`src/rtl/dsi_pkg.sv`:
```
package dsi_pkg;

    localparam int DEF_LANES        = 8;
    localparam int DEF_MAX_SPAN_LEN = 512;
    localparam int MAX_RESULTS      = 64;
    localparam int DEPTH_LANES      = 8;
    localparam int QUEUE_DEPTH      = 2;

    localparam int ZI_W    = 32;
    localparam int COORD_W = 12;
    localparam int LEN_W   = 10;
    localparam int ROW_W   = 13;
    localparam int INDEX_W = 24;
    localparam int DEPTH_W = 16;
    localparam int COUNT_W = 4;
    localparam int CFG_IDX_W = 3;

    localparam logic [ROW_W-1:0] ROW_WIDTH_RESET = 13'd320;

    localparam logic [CFG_IDX_W-1:0] CFG_ZI_ORIGIN   = 3'd0;
    localparam logic [CFG_IDX_W-1:0] CFG_ZI_STEP_X   = 3'd1;
    localparam logic [CFG_IDX_W-1:0] CFG_ZI_STEP_Y   = 3'd2;
    localparam logic [CFG_IDX_W-1:0] CFG_Z_ROW_WIDTH = 3'd3;

    typedef struct packed {
        logic [ZI_W-1:0]    izi;
        logic [INDEX_W-1:0] index;
        logic [LEN_W-1:0]   len;
    } t_span;

    typedef struct packed {
        logic full;
        logic empty;
    } t_q_status;

    typedef struct packed {
        logic [INDEX_W-1:0]                    index;
        logic [DEPTH_LANES-1:0][DEPTH_W-1:0]   depth;
        logic [COUNT_W-1:0]                    lane_count;
        logic                                  last;
    } t_group;

endpackage

```
`src/rtl/dsi_front.sv`:
```
module dsi_front
    import dsi_pkg::*;
#(
    parameter int LANES        = DEF_LANES,
    parameter int MAX_SPAN_LEN = DEF_MAX_SPAN_LEN
) (
    input  logic               i_clk,
    input  logic               i_rst_n,
    input  logic               i_valid,
    output logic               o_ready,
    input  logic [COORD_W-1:0] i_span_x,
    input  logic [COORD_W-1:0] i_span_y,
    input  logic [LEN_W-1:0]   i_span_len,
    input  logic [ZI_W-1:0]    i_zi_origin,
    input  logic [ZI_W-1:0]    i_zi_step_x,
    input  logic [ZI_W-1:0]    i_zi_step_y,
    input  logic [ROW_W-1:0]   i_row_width,
    input  t_q_status          i_q_status,
    output logic               o_push,
    output t_span              o_span
);

    localparam int CAP_RAW = (MAX_SPAN_LEN < MAX_RESULTS * LANES) ?
                             MAX_SPAN_LEN : MAX_RESULTS * LANES;
    localparam logic [LEN_W-1:0] LEN_CAP = LEN_W'(CAP_RAW);

    typedef enum logic [1:0] {S_IDLE, S_MUL, S_SUM, S_PUSH} t_state;

    t_state              r_state;
    logic [COORD_W-1:0]  r_x;
    logic [COORD_W-1:0]  r_y;
    logic [LEN_W-1:0]    r_len;
    logic [ZI_W-1:0]     r_prod_x;
    logic [ZI_W-1:0]     r_prod_y;
    logic [INDEX_W-1:0]  r_prod_i;
    logic [ZI_W-1:0]     r_izi;
    logic [INDEX_W-1:0]  r_index;
    logic [LEN_W-1:0]    n_len;

    always_comb begin
        n_len = (i_span_len > LEN_CAP) ? LEN_CAP : i_span_len;
    end

    assign o_ready = (r_state == S_IDLE);
    assign o_push  = (r_state == S_PUSH) && !i_q_status.full;
    assign o_span  = '{izi: r_izi, index: r_index, len: r_len};

    always_ff @(posedge i_clk) begin
        if (!i_rst_n) begin
            r_state <= S_IDLE;
        end else begin
            case (r_state)
                S_IDLE: begin
                    if (i_valid) begin
                        r_x   <= i_span_x;
                        r_y   <= i_span_y;
                        r_len <= n_len;
                        if (n_len != '0) begin
                            r_state <= S_MUL;
                        end
                    end
                end
                S_MUL: begin
                    r_prod_x <= ZI_W'(ZI_W'(r_x) * i_zi_step_x);
                    r_prod_y <= ZI_W'(ZI_W'(r_y) * i_zi_step_y);
                    r_prod_i <= INDEX_W'(25'(i_row_width) * 25'(r_y));
                    r_state  <= S_SUM;
                end
                S_SUM: begin
                    r_izi   <= ZI_W'(i_zi_origin + r_prod_y + r_prod_x);
                    r_index <= INDEX_W'(r_prod_i + INDEX_W'(r_x));
                    r_state <= S_PUSH;
                end
                S_PUSH: begin
                    if (!i_q_status.full) begin
                        r_state <= S_IDLE;
                    end
                end
                default: r_state <= S_IDLE;
            endcase
        end
    end

endmodule

```
`src/rtl/dsi_queue.sv`:
```
module dsi_queue
    import dsi_pkg::*;
(
    input  logic      i_clk,
    input  logic      i_rst_n,
    input  logic      i_push,
    input  t_span     i_span,
    input  logic      i_pop,
    output t_span     o_span,
    output t_q_status o_status
);

    localparam int PTR_W = (QUEUE_DEPTH > 1) ? $clog2(QUEUE_DEPTH) : 1;
    localparam int CNT_W = $clog2(QUEUE_DEPTH + 1);
    localparam logic [PTR_W-1:0] PTR_LAST = PTR_W'(QUEUE_DEPTH - 1);
    localparam logic [CNT_W-1:0] CNT_FULL = CNT_W'(QUEUE_DEPTH);

    t_span            r_mem [QUEUE_DEPTH];
    logic [PTR_W-1:0] r_wr_ptr;
    logic [PTR_W-1:0] r_rd_ptr;
    logic [CNT_W-1:0] r_count;

    assign o_span         = r_mem[r_rd_ptr];
    assign o_status.full  = (r_count == CNT_FULL);
    assign o_status.empty = (r_count == '0);

    always_ff @(posedge i_clk) begin
        if (i_push) begin
            r_mem[r_wr_ptr] <= i_span;
        end
    end

    always_ff @(posedge i_clk) begin
        if (!i_rst_n) begin
            r_wr_ptr <= '0;
            r_rd_ptr <= '0;
            r_count  <= '0;
        end else begin
            if (i_push) begin
                r_wr_ptr <= (r_wr_ptr == PTR_LAST) ? '0 : PTR_W'(r_wr_ptr + 1'b1);
            end
            if (i_pop) begin
                r_rd_ptr <= (r_rd_ptr == PTR_LAST) ? '0 : PTR_W'(r_rd_ptr + 1'b1);
            end
            case ({i_push, i_pop})
                2'b10:   r_count <= CNT_W'(r_count + 1'b1);
                2'b01:   r_count <= CNT_W'(r_count - 1'b1);
                default: r_count <= r_count;
            endcase
        end
    end

endmodule

```
`src/rtl/dsi_back.sv`:
```
module dsi_back
    import dsi_pkg::*;
#(
    parameter int LANES = DEF_LANES
) (
    input  logic            i_clk,
    input  logic            i_rst_n,
    input  logic [ZI_W-1:0] i_zi_step_x,
    input  t_q_status       i_q_status,
    input  t_span           i_span,
    output logic            o_pop,
    output logic            o_valid,
    input  logic            i_ready,
    output t_group          o_group
);

    localparam logic [LEN_W-1:0]   LANES_LEN = LEN_W'(LANES);
    localparam logic [COUNT_W-1:0] LANES_CNT = COUNT_W'(LANES);
    localparam logic [INDEX_W-1:0] LANES_IDX = INDEX_W'(LANES);

    logic [ZI_W-1:0]    r_step_mul [LANES];
    logic [ZI_W-1:0]    r_step_grp;
    logic               r_busy;
    logic [ZI_W-1:0]    r_izi;
    logic [INDEX_W-1:0] r_index;
    logic [LEN_W-1:0]   r_remain;
    logic               r_valid;
    t_group             r_group;

    logic [COUNT_W-1:0]                  n_count;
    logic [DEPTH_LANES-1:0][DEPTH_W-1:0] n_depth;
    logic                                n_last;
    logic                                n_emit;

    // step multiples follow the config register; stable long before use
    for (genvar k = 0; k < LANES; k++) begin : g_mul
        always_ff @(posedge i_clk) begin
            r_step_mul[k] <= ZI_W'(i_zi_step_x * ZI_W'(k));
        end
    end

    always_ff @(posedge i_clk) begin
        r_step_grp <= ZI_W'(i_zi_step_x * ZI_W'(LANES));
    end

    always_comb begin
        n_last  = (r_remain <= LANES_LEN);
        n_count = n_last ? r_remain[COUNT_W-1:0] : LANES_CNT;
    end

    for (genvar j = 0; j < DEPTH_LANES; j++) begin : g_lane
        if (j < LANES) begin : g_on
            logic [ZI_W-1:0] w_sum;
            assign w_sum      = ZI_W'(r_izi + r_step_mul[j]);
            assign n_depth[j] = (COUNT_W'(j) < n_count) ? w_sum[ZI_W-1 -: DEPTH_W] : '0;
        end else begin : g_off
            assign n_depth[j] = '0;
        end
    end

    assign n_emit  = r_busy && (!r_valid || i_ready);
    assign o_pop   = !r_busy && !i_q_status.empty;
    assign o_valid = r_valid;
    assign o_group = r_group;

    always_ff @(posedge i_clk) begin
        if (!i_rst_n) begin
            r_busy  <= 1'b0;
            r_valid <= 1'b0;
        end else begin
            if (o_pop) begin
                r_busy   <= 1'b1;
                r_izi    <= i_span.izi;
                r_index  <= i_span.index;
                r_remain <= i_span.len;
            end else if (n_emit) begin
                r_busy   <= !n_last;
                r_izi    <= ZI_W'(r_izi + r_step_grp);
                r_index  <= INDEX_W'(r_index + LANES_IDX);
                r_remain <= LEN_W'(r_remain - LEN_W'(n_count));
            end
            if (n_emit) begin
                r_valid            <= 1'b1;
                r_group.index      <= r_index;
                r_group.depth      <= n_depth;
                r_group.lane_count <= n_count;
                r_group.last       <= n_last;
            end else if (i_ready) begin
                r_valid <= 1'b0;
            end
        end
    end

endmodule

```
`src/rtl/depth_span_interpolator.sv`:
```
// Inverse depth span interpolator. Each request is a span (start column,
// row, length); the front end steps through capture, multiply, sum and
// queue write (held while the queue is full) to form the start inverse
// depth and buffer index, taking no new span until the write is done. A
// 2-entry queue feeds the back end, which loads a span and then emits one
// group of up to LANES depth words per cycle while the receiver is ready,
// loading no new span until its last group. Zero-length spans give no
// output; lengths are capped at min(MAX_SPAN_LEN, MAX_RESULTS*LANES) pixels.
module depth_span_interpolator
    import dsi_pkg::*;
#(
    parameter int LANES        = DEF_LANES,
    parameter int MAX_SPAN_LEN = DEF_MAX_SPAN_LEN
) (
    input  logic                      i_clk,
    input  logic                      i_rst_n,
    input  logic                      i_cfg_we,
    input  logic [CFG_IDX_W-1:0]      i_cfg_index,
    input  logic [ZI_W-1:0]           i_cfg_data,
    input  logic                      i_valid,
    output logic                      o_ready,
    input  logic [COORD_W-1:0]        i_span_x,
    input  logic [COORD_W-1:0]        i_span_y,
    input  logic [LEN_W-1:0]          i_span_len,
    output logic                      o_valid,
    input  logic                      i_ready,
    output logic [INDEX_W-1:0]        o_buffer_index,
    output logic signed [DEPTH_W-1:0] o_depth_0,
    output logic signed [DEPTH_W-1:0] o_depth_1,
    output logic signed [DEPTH_W-1:0] o_depth_2,
    output logic signed [DEPTH_W-1:0] o_depth_3,
    output logic signed [DEPTH_W-1:0] o_depth_4,
    output logic signed [DEPTH_W-1:0] o_depth_5,
    output logic signed [DEPTH_W-1:0] o_depth_6,
    output logic signed [DEPTH_W-1:0] o_depth_7,
    output logic [COUNT_W-1:0]        o_lane_count,
    output logic                      o_last_group
);

    logic [ZI_W-1:0]  r_zi_origin;
    logic [ZI_W-1:0]  r_zi_step_x;
    logic [ZI_W-1:0]  r_zi_step_y;
    logic [ROW_W-1:0] r_row_width;

    t_q_status q_status;
    t_span     push_span;
    t_span     pop_span;
    logic      q_push;
    logic      q_pop;
    t_group    group;

    always_ff @(posedge i_clk) begin
        if (!i_rst_n) begin
            r_zi_origin <= '0;
            r_zi_step_x <= '0;
            r_zi_step_y <= '0;
            r_row_width <= ROW_WIDTH_RESET;
        end else if (i_cfg_we) begin
            case (i_cfg_index)
                CFG_ZI_ORIGIN:   r_zi_origin <= i_cfg_data;
                CFG_ZI_STEP_X:   r_zi_step_x <= i_cfg_data;
                CFG_ZI_STEP_Y:   r_zi_step_y <= i_cfg_data;
                CFG_Z_ROW_WIDTH: r_row_width <= i_cfg_data[ROW_W-1:0];
                default: ;
            endcase
        end
    end

    dsi_front #(
        .LANES        (LANES),
        .MAX_SPAN_LEN (MAX_SPAN_LEN)
    ) u_front (
        .i_clk       (i_clk),
        .i_rst_n     (i_rst_n),
        .i_valid     (i_valid),
        .o_ready     (o_ready),
        .i_span_x    (i_span_x),
        .i_span_y    (i_span_y),
        .i_span_len  (i_span_len),
        .i_zi_origin (r_zi_origin),
        .i_zi_step_x (r_zi_step_x),
        .i_zi_step_y (r_zi_step_y),
        .i_row_width (r_row_width),
        .i_q_status  (q_status),
        .o_push      (q_push),
        .o_span      (push_span)
    );

    dsi_queue u_queue (
        .i_clk    (i_clk),
        .i_rst_n  (i_rst_n),
        .i_push   (q_push),
        .i_span   (push_span),
        .i_pop    (q_pop),
        .o_span   (pop_span),
        .o_status (q_status)
    );

    dsi_back #(
        .LANES (LANES)
    ) u_back (
        .i_clk       (i_clk),
        .i_rst_n     (i_rst_n),
        .i_zi_step_x (r_zi_step_x),
        .i_q_status  (q_status),
        .i_span      (pop_span),
        .o_pop       (q_pop),
        .o_valid     (o_valid),
        .i_ready     (i_ready),
        .o_group     (group)
    );

    assign o_buffer_index = group.index;
    assign o_depth_0      = group.depth[0];
    assign o_depth_1      = group.depth[1];
    assign o_depth_2      = group.depth[2];
    assign o_depth_3      = group.depth[3];
    assign o_depth_4      = group.depth[4];
    assign o_depth_5      = group.depth[5];
    assign o_depth_6      = group.depth[6];
    assign o_depth_7      = group.depth[7];
    assign o_lane_count   = group.lane_count;
    assign o_last_group   = group.last;

    a_lane_range: assert property (@(posedge i_clk) disable iff (!i_rst_n)
        o_valid |-> (o_lane_count != '0 && o_lane_count <= COUNT_W'(LANES)))
        else $error("lane count out of range");

    a_full_group: assert property (@(posedge i_clk) disable iff (!i_rst_n)
        (o_valid && !o_last_group) |-> (o_lane_count == COUNT_W'(LANES)))
        else $error("partial group not marked last");

    a_no_overflow: assert property (@(posedge i_clk) disable iff (!i_rst_n)
        q_push |-> !q_status.full)
        else $error("queue written while full");

    a_no_underflow: assert property (@(posedge i_clk) disable iff (!i_rst_n)
        q_pop |-> !q_status.empty)
        else $error("queue read while empty");

endmodule

```
`config.mk`:
```
export PLATFORM = sky130hd
export DESIGN_NAME = depth_span_interpolator
export DESIGN_NICKNAME = d
export VERILOG_FILES = /design/src/rtl/dsi_pkg.sv /design/src/rtl/dsi_front.sv /design/src/rtl/dsi_queue.sv /design/src/rtl/dsi_back.sv /design/src/rtl/depth_span_interpolator.sv
export SDC_FILE = /design/constraint.sdc
export NUM_CORES = 2
export LEC_CHECK = 0
export BUFFER_PORTS_ARGS = -buffer_cell sky130_fd_sc_hd__buf_2
export CORE_ASPECT_RATIO = 2
export CORE_UTILIZATION = 25
export DETAILED_ROUTE_END_ITERATION = 8
export GPL_TIMING_DRIVEN = 0
export PLACE_DENSITY = 0.36
export SLEW_MARGIN = 30
export SYNTH_ARGS = -nofsm -noshare
export SYNTH_HDL_FRONTEND = slang
export SYNTH_SLANG_ARGS = --single-unit
```
`constraint.sdc`:
```
create_clock -name i_clk -period 16.27 [get_ports i_clk]
set_clock_uncertainty 0.15 [all_clocks]
set_input_delay 1.627 -clock i_clk [delete_from_list [all_inputs] [get_ports i_clk]]
set_output_delay 1.627 -clock i_clk [all_outputs]
set_load 0.05 [all_outputs]
```
# Word-level counts from Yosys, hierarchy flattened
# Memories as Yosys holds them, arrays and structs flattened. A register that Yosys moved wholly into a read port is not among the register bits.
# Cells that the tools add are included.
# classes
n_addsub	18
mul	7
div_mod_pow	0
order_cmp	10
n_eq_ne	12
shift	0
mux	23
n_bitwise	0
n_reduce_logical	26
# ops
cell	count
32-bit adder	11
12-bit by 32-bit multiplier with 32-bit output	2
32-bit by 3-bit multiplier with 32-bit output, second input constant	2
32-bit two-way mux	2
24-bit two-way mux	2
32-bit by 2-bit multiplier with 31-bit output, second input constant	1
32-bit by 2-bit multiplier with 32-bit output, second input constant	1
10-bit two-way mux	3
24-bit by 12-bit adder with 24-bit output	1
24-bit by 4-bit adder with 24-bit output, second input constant	1
13-bit by 12-bit multiplier with 24-bit output	1
3-bit by 4-bit less-than comparator with 1-bit output, first input constant	4
2-bit AND reduction	8
10-bit greater-than comparator, second input constant	1
10-bit by 4-bit <= comparator with 1-bit output, second input constant	1
1-bit two-way mux	10
10-bit nonzero test	1
10-bit by 4-bit subtractor with 10-bit output	1
2-bit equality test, second input constant	4
1-bit by 4-bit less-than comparator with 1-bit output, first input constant	2
2-bit by 4-bit less-than comparator with 1-bit output, first input constant	2
2-bit case mux with 4 select lines	1
3-bit by 2-bit equality test with 1-bit output, second input constant	2
2-bit two-way mux	3
16 further kinds	29
# totals
register_bits	547
latchBits	0
ramBits	388
romBits	0
in_bits	74
out_inout_bits	159
wordCells	131
memories	2
# memory_table
memory	depth	word_bits	rd	rd_ports_with_merged_regs	wr	line_no	source
u_back.r_step_mul	8	32	8	0	8	dsi_back.sv:21	logic [ZI_W-1:0] r_step_mul [LANES];
u_queue.r_mem	2	66	1	1	1	dsi_queue.sv:18	t_span r_mem [QUEUE_DEPTH];

# Logic depth before layout (Yosys ltp)
# depth
word_depth	6
depth_mapped	24

# By module
# Synthesis repeated with hierarchy kept, for this count alone.
# hier_totals
hier_cells	6360
hier_area_um2	64732.1
# by_module_without_submodules
mod	n_inst	cells_each	area_per_inst_um2	seq_area_each_um2
dsi_front	1	3316	31353.8	5385.2
dsi_back	1	2423	24360.9	9198.8
dsi_queue	1	227	4968.5	4063.9
depth_span_interpolator	1	394	4048.9	2182.1

# Worst setup path after synthesis
# No wires, ideal clock.
# synth_path
path_type	input -> register
startpoint	in i_rst_n
endpoint	reg u_back.r_group, in the netlist u_back.o_group[0] (enable)
t_arrival_ps	8495
slack_ps	6950
path_stages	3
n_path_buf	1
path_cell_list	clkbuf_1 nand2_1 nor2_1
# synth_between
elab_chain_cells	1
# synth_lines
element	line_no	source
from (decl)	depth_span_interpolator.sv:16	input logic i_rst_n,
2-bit AND reduction (no source line)	n/a	
to (decl)	dsi_back.sv:28	t_group r_group;
# No other way between the ends.
# A chain may end at the register's enable or synchronous reset.

# Worst setup path in the final report
# layout_path
startpoint	reg u_front.r_x[3]
endpoint	reg u_front.r_prod_x[31], data pin
# layout_between
elab_chain_cells	1
# layout_lines
element	line_no	source
from (decl)	dsi_front.sv:30	logic [COORD_W-1:0] r_x;
from (signal assigned)	dsi_front.sv:55	r_x <= i_span_x;
12-bit by 32-bit multiplier with 32-bit output	dsi_front.sv:64	r_prod_x <= ZI_W'(ZI_W'(r_x) * i_zi_step_x);
to (signal assigned)	dsi_front.sv:64	
to (decl)	dsi_front.sv:33	logic [ZI_W-1:0] r_prod_x;
# No other way between the ends.

==> out/qor.yml <==
die:
  dieArea_um2: 258000
  num_rows: 262
  die_x_um: 360
  initial_core_util: 0.251
  die_h_um: 718
  ios: 233
  core-area_um2: 255000
clock_tree:
  clk_pin_slew_worst_paths_ns: 0.06
  hold_buffers: 0
  cts_inserted_buffers: 86
  cts_buffer_depth: 3
  htreeDepth: 3
  clk-insertion-delay-late_ns: 0.75
  cts_resized: 0
  cts_post_setup_buffers_inserted: 0
  clock-sinks: 774
  cts_root_buf: "clkbuf_16"
  cts_tree: "done"
job:
  maxCapViolCount: 0
yosys:
  synth_warnings: 0
  synthFlopType: "edfxtp_1"
  synth-seq-cells: 774
  syn_nets: 7653
  syn_area_per_cell_um2: 10.1
  synth.area.top_cells: "edfxtp_1 25%, fa_1 20%, ha_1 11%"
  synth_top_area_frac: 0.250
  synth_area_leader_cell: "edfxtp_1"
  synth_seq_area_share: 0.325
  ys_types: 90
  netlist_instances: 6371
  ys_async_sr_fraction: 0
  synth.cell_area_um2: 64000
  synth_edf_count: 533
worst_setup_path:
  path_cells: "clkbuf_1 -> clkbuf_1 -> nand2_1 -> fa_1 -> fa_1 -> fa_1 -> inv_1 -> fa_1 -> inv_1 -> fa_1 -> inv_1 -> ha_1 -> or3_1 -> a211oi_1 -> o21ai_0 -> a21oi_1 -> o311a_1 -> o31a_1 -> a21oi_1 -> a21o_1 -> a21oi_1 -> xnor2_1"
  path_class: "flop to flop"
  critical_path_buf_inv_count: 5
  crit_slowest_cell: "clkbuf_1"
  required_ns: 16.51
  cpMostUsedCell: "fa_1"
  path_delay_family: "adder cells"
  start_kind: "flop"
  arrival_ns: 8.83
  cp-end-kind: "flop"
  cpPeakStageDelay_ns: 0.77
  cp_max_fo: 10
placed_design:
  routabilityCongestion: 0.851
  hpwl_mm: 188
  dp_cells: 9926
  portBuffers: 231
  pre_cts_ws_ns: 7.69
  placed_area_um2: 70000
detailed_routing:
  routed_wl_mm: 228
  dr.pass1.iters: 5
  drc_errors: 0
  viasPerCell: 4.54
  drtIter0Drc: 1998
  vias: 45800
  ant_nets: 0
  route.detailed.wl_per_inst_um: 22.6
status:
  status: "completed"
cells_and_area:
  layout-area-overhead-vs-synth_pct: 14.0
  nets: 7996
  final_cell_mix: "962 x nand2_1, 806 x inv_1, 653 x fa_1"
  fin_area_um2: 73000
  multi_input_area_um2: 39400
  regArea_um2: 20900
  drive_above_1_share: 0.0719
  nFillCells: 26700
  final_common_cell: "nand2_1"
  final_cells: 10100
timing:
  setup_violations: 0
  fmax_mhz: 116
  max_slew_margin: 0.318
  setup_tns_ns: 0
  timing.final.crit_period_ns: 8.58
  tightest_slew_ns: 1.02
  hold_viol_final: 0
  fin_crit_sh: 0.528
  report.final.slew_viol_count: 0
  fin_ws_ns: 7.69
  rsz0062_at_grt: "false"
power:
  clock_power_share: 0.279
  ir_worst_vdd_v: 0.000120
  swShare: 0.393
  p_sw_w: 0.00296
  p_int_w: 0.00457
  power_leakage_nw: 31.4
  combPwrFrac: 0.346
  power_frac_seq: 0.375
  cellPowerDensity_nw_per_um2: 103
grt:
  grt_use_total: 0.176
  grt_overflow_total: 0
  grt_pass1_wl_mm: 331
  grt_antenna_before_repair: 9
  grt_max_degree: 41
  grt_pass1_vias: 49500
min_path:
  hp-class: "flop to flop"
## state kept, by name, indices dropped and copies added, names as in the netlist, 2 cells and up, named ones only
register           flops
u_front.r_x           12
u_back.r_step_mul     95
u_front.r_state        2
u_front.r_prod_x      32
r_zi_step_y           32
u_front.r_y           12
u_front.r_len         10
u_front.r_prod_y      32
u_back.r_izi          32
u_front.r_prod_i      24
u_queue.r_mem        132
u_back.r_remain       10
r_zi_origin           32
u_back.r_index        24
u_queue.r_count        2
r_row_width           13
u_front.r_izi         32
u_back.r_step_grp     28
u_front.r_index       24
r_zi_step_x           32
u_back.o_group       157
## cells by family (layout without fill, tap and decap cells)
group           count (synthesis)  in the layout  share of synthesized area
compound gates               1023           1023                      0.107
simple gates                 1890           1890                      0.133
buf+inv                      1029           1442                     0.0603
fa+ha+maj                    1208           1208                      0.313
xor+xnor                      385            385                     0.0526
other cells                     1              6                  0.0000586
flops                         774            774                      0.325
mux                            61             61                    0.00961
## power groups by stage
| stage | Sequential, W | Clock (W) | Combinational (W) |
|---|---|---|---|
| after floorplan | 0.00291 | 0 | 0.00154 |
| after global placement | 0.00295 | 0 | 0.00255 |
| after detailed placement | 0.00288 | 0 | 0.00265 |
| after CTS | 0.00284 | 0.00218 | 0.00267 |
| after global routing | 0.00284 | 0.00223 | 0.00288 |
| final | 0.00282 | 0.00210 | 0.00261 |
## synth_stat cells, types with 6 or more instances
| master | instances |
|---|---|
| and3_1 | 40 |
| or3_1 | 18 |
| xor2_1 | 118 |
| nor2b_1 | 69 |
| o21a_1 | 68 |
| nand2_1 | 962 |
| nor2_1 | 318 |
| or4_1 | 6 |
| nand2b_1 | 43 |
| nand3_1 | 64 |
| fa_1 | 653 |
| a211oi_1 | 39 |
| o311a_1 | 6 |
| a31o_2 | 6 |
| dfxtp_1 | 241 |
| a21o_1 | 110 |
| a2111oi_0 | 6 |
| or2_2 | 8 |
| clkbuf_1 | 210 |
| a31oi_1 | 30 |
| o31a_1 | 10 |
| xnor2_1 | 267 |
| a21oi_1 | 287 |
| a211o_1 | 13 |
| nor3_1 | 70 |
| ha_1 | 555 |
| buf_1 | 12 |
| nor4_1 | 7 |
| o31ai_1 | 19 |
| a21boi_0 | 116 |
| o21bai_1 | 46 |
| nand4_1 | 25 |
| o21ai_0 | 159 |
| inv_1 | 806 |
| o211ai_1 | 18 |
| and2_1 | 234 |
| o2111ai_1 | 6 |
| mux2i_1 | 57 |
| edfxtp_1 | 533 |
## worst paths after layout
kind                         start                   end  slack, ns  cells past startpoint
setup / recovery    u_front.r_x[3]  u_front.r_prod_x[31]       7.69                     22
hold / removal    u_front.r_izi[6]  u_queue.r_mem[1][40]       0.27                      0
setup reg to reg    u_front.r_x[3]  u_front.r_prod_x[31]       7.69                     22
hold reg to reg   u_front.r_izi[6]  u_queue.r_mem[1][40]       0.27                      0
## per-stage QoR
| stage | hold WS (ns) | util | total power, W |
|---|---|---|---|
| 2_1_floorplan | 0.179 | - | 0.00445 |
| 3_3_place_gp | 0.276 | 0.272 | 0.00550 |
| 3_5_place_dp | 0.280 | 0.275 | 0.00554 |
| 4_1_cts | 0.274 | 0.287 | 0.00769 |
| 5_1_grt | 0.286 | 0.287 | 0.00796 |
| 6_report | 0.275 | 0.287 | 0.00753 |
## per-layer routing
metal | global-route usage | vias to the layer above | wire, um
li1 | - | 21800 | -
met2 | 0.362 | 845 | 131000
met4 | 0.0908 | 2 | 13400
met3 | 0.0166 | 356 | 5810
met1 | 0.167 | 22800 | 77400
met5 | 0 | - | 13
## cell type report
| cell class | instances | share of cell area |
|---|---|---|
| clock buffer | 104 | 0.0314 |
| clock inverter | 54 | 0.00895 |
| tap | 3300 | 0.0566 |
| multi-input combinational | 4568 | 0.540 |
| inverter | 806 | 0.0414 |
| buffer | 223 | 0.0117 |
| sequential | 774 | 0.286 |
| timing repair buffer | 255 | 0.0238 |
| antenna | 5 | 0.000171 |
## worst register-to-register path, delay by kind of cell (launching register included)
kind	cells	cell delay, ns
fa+ha+maj	6	2.79
simple gates	2	0.63
flops	1	0.56
xor+xnor	1	0.12
compound gates	8	2.52
buf+inv	5	1.50
Power figures use the tool's default switching activity.
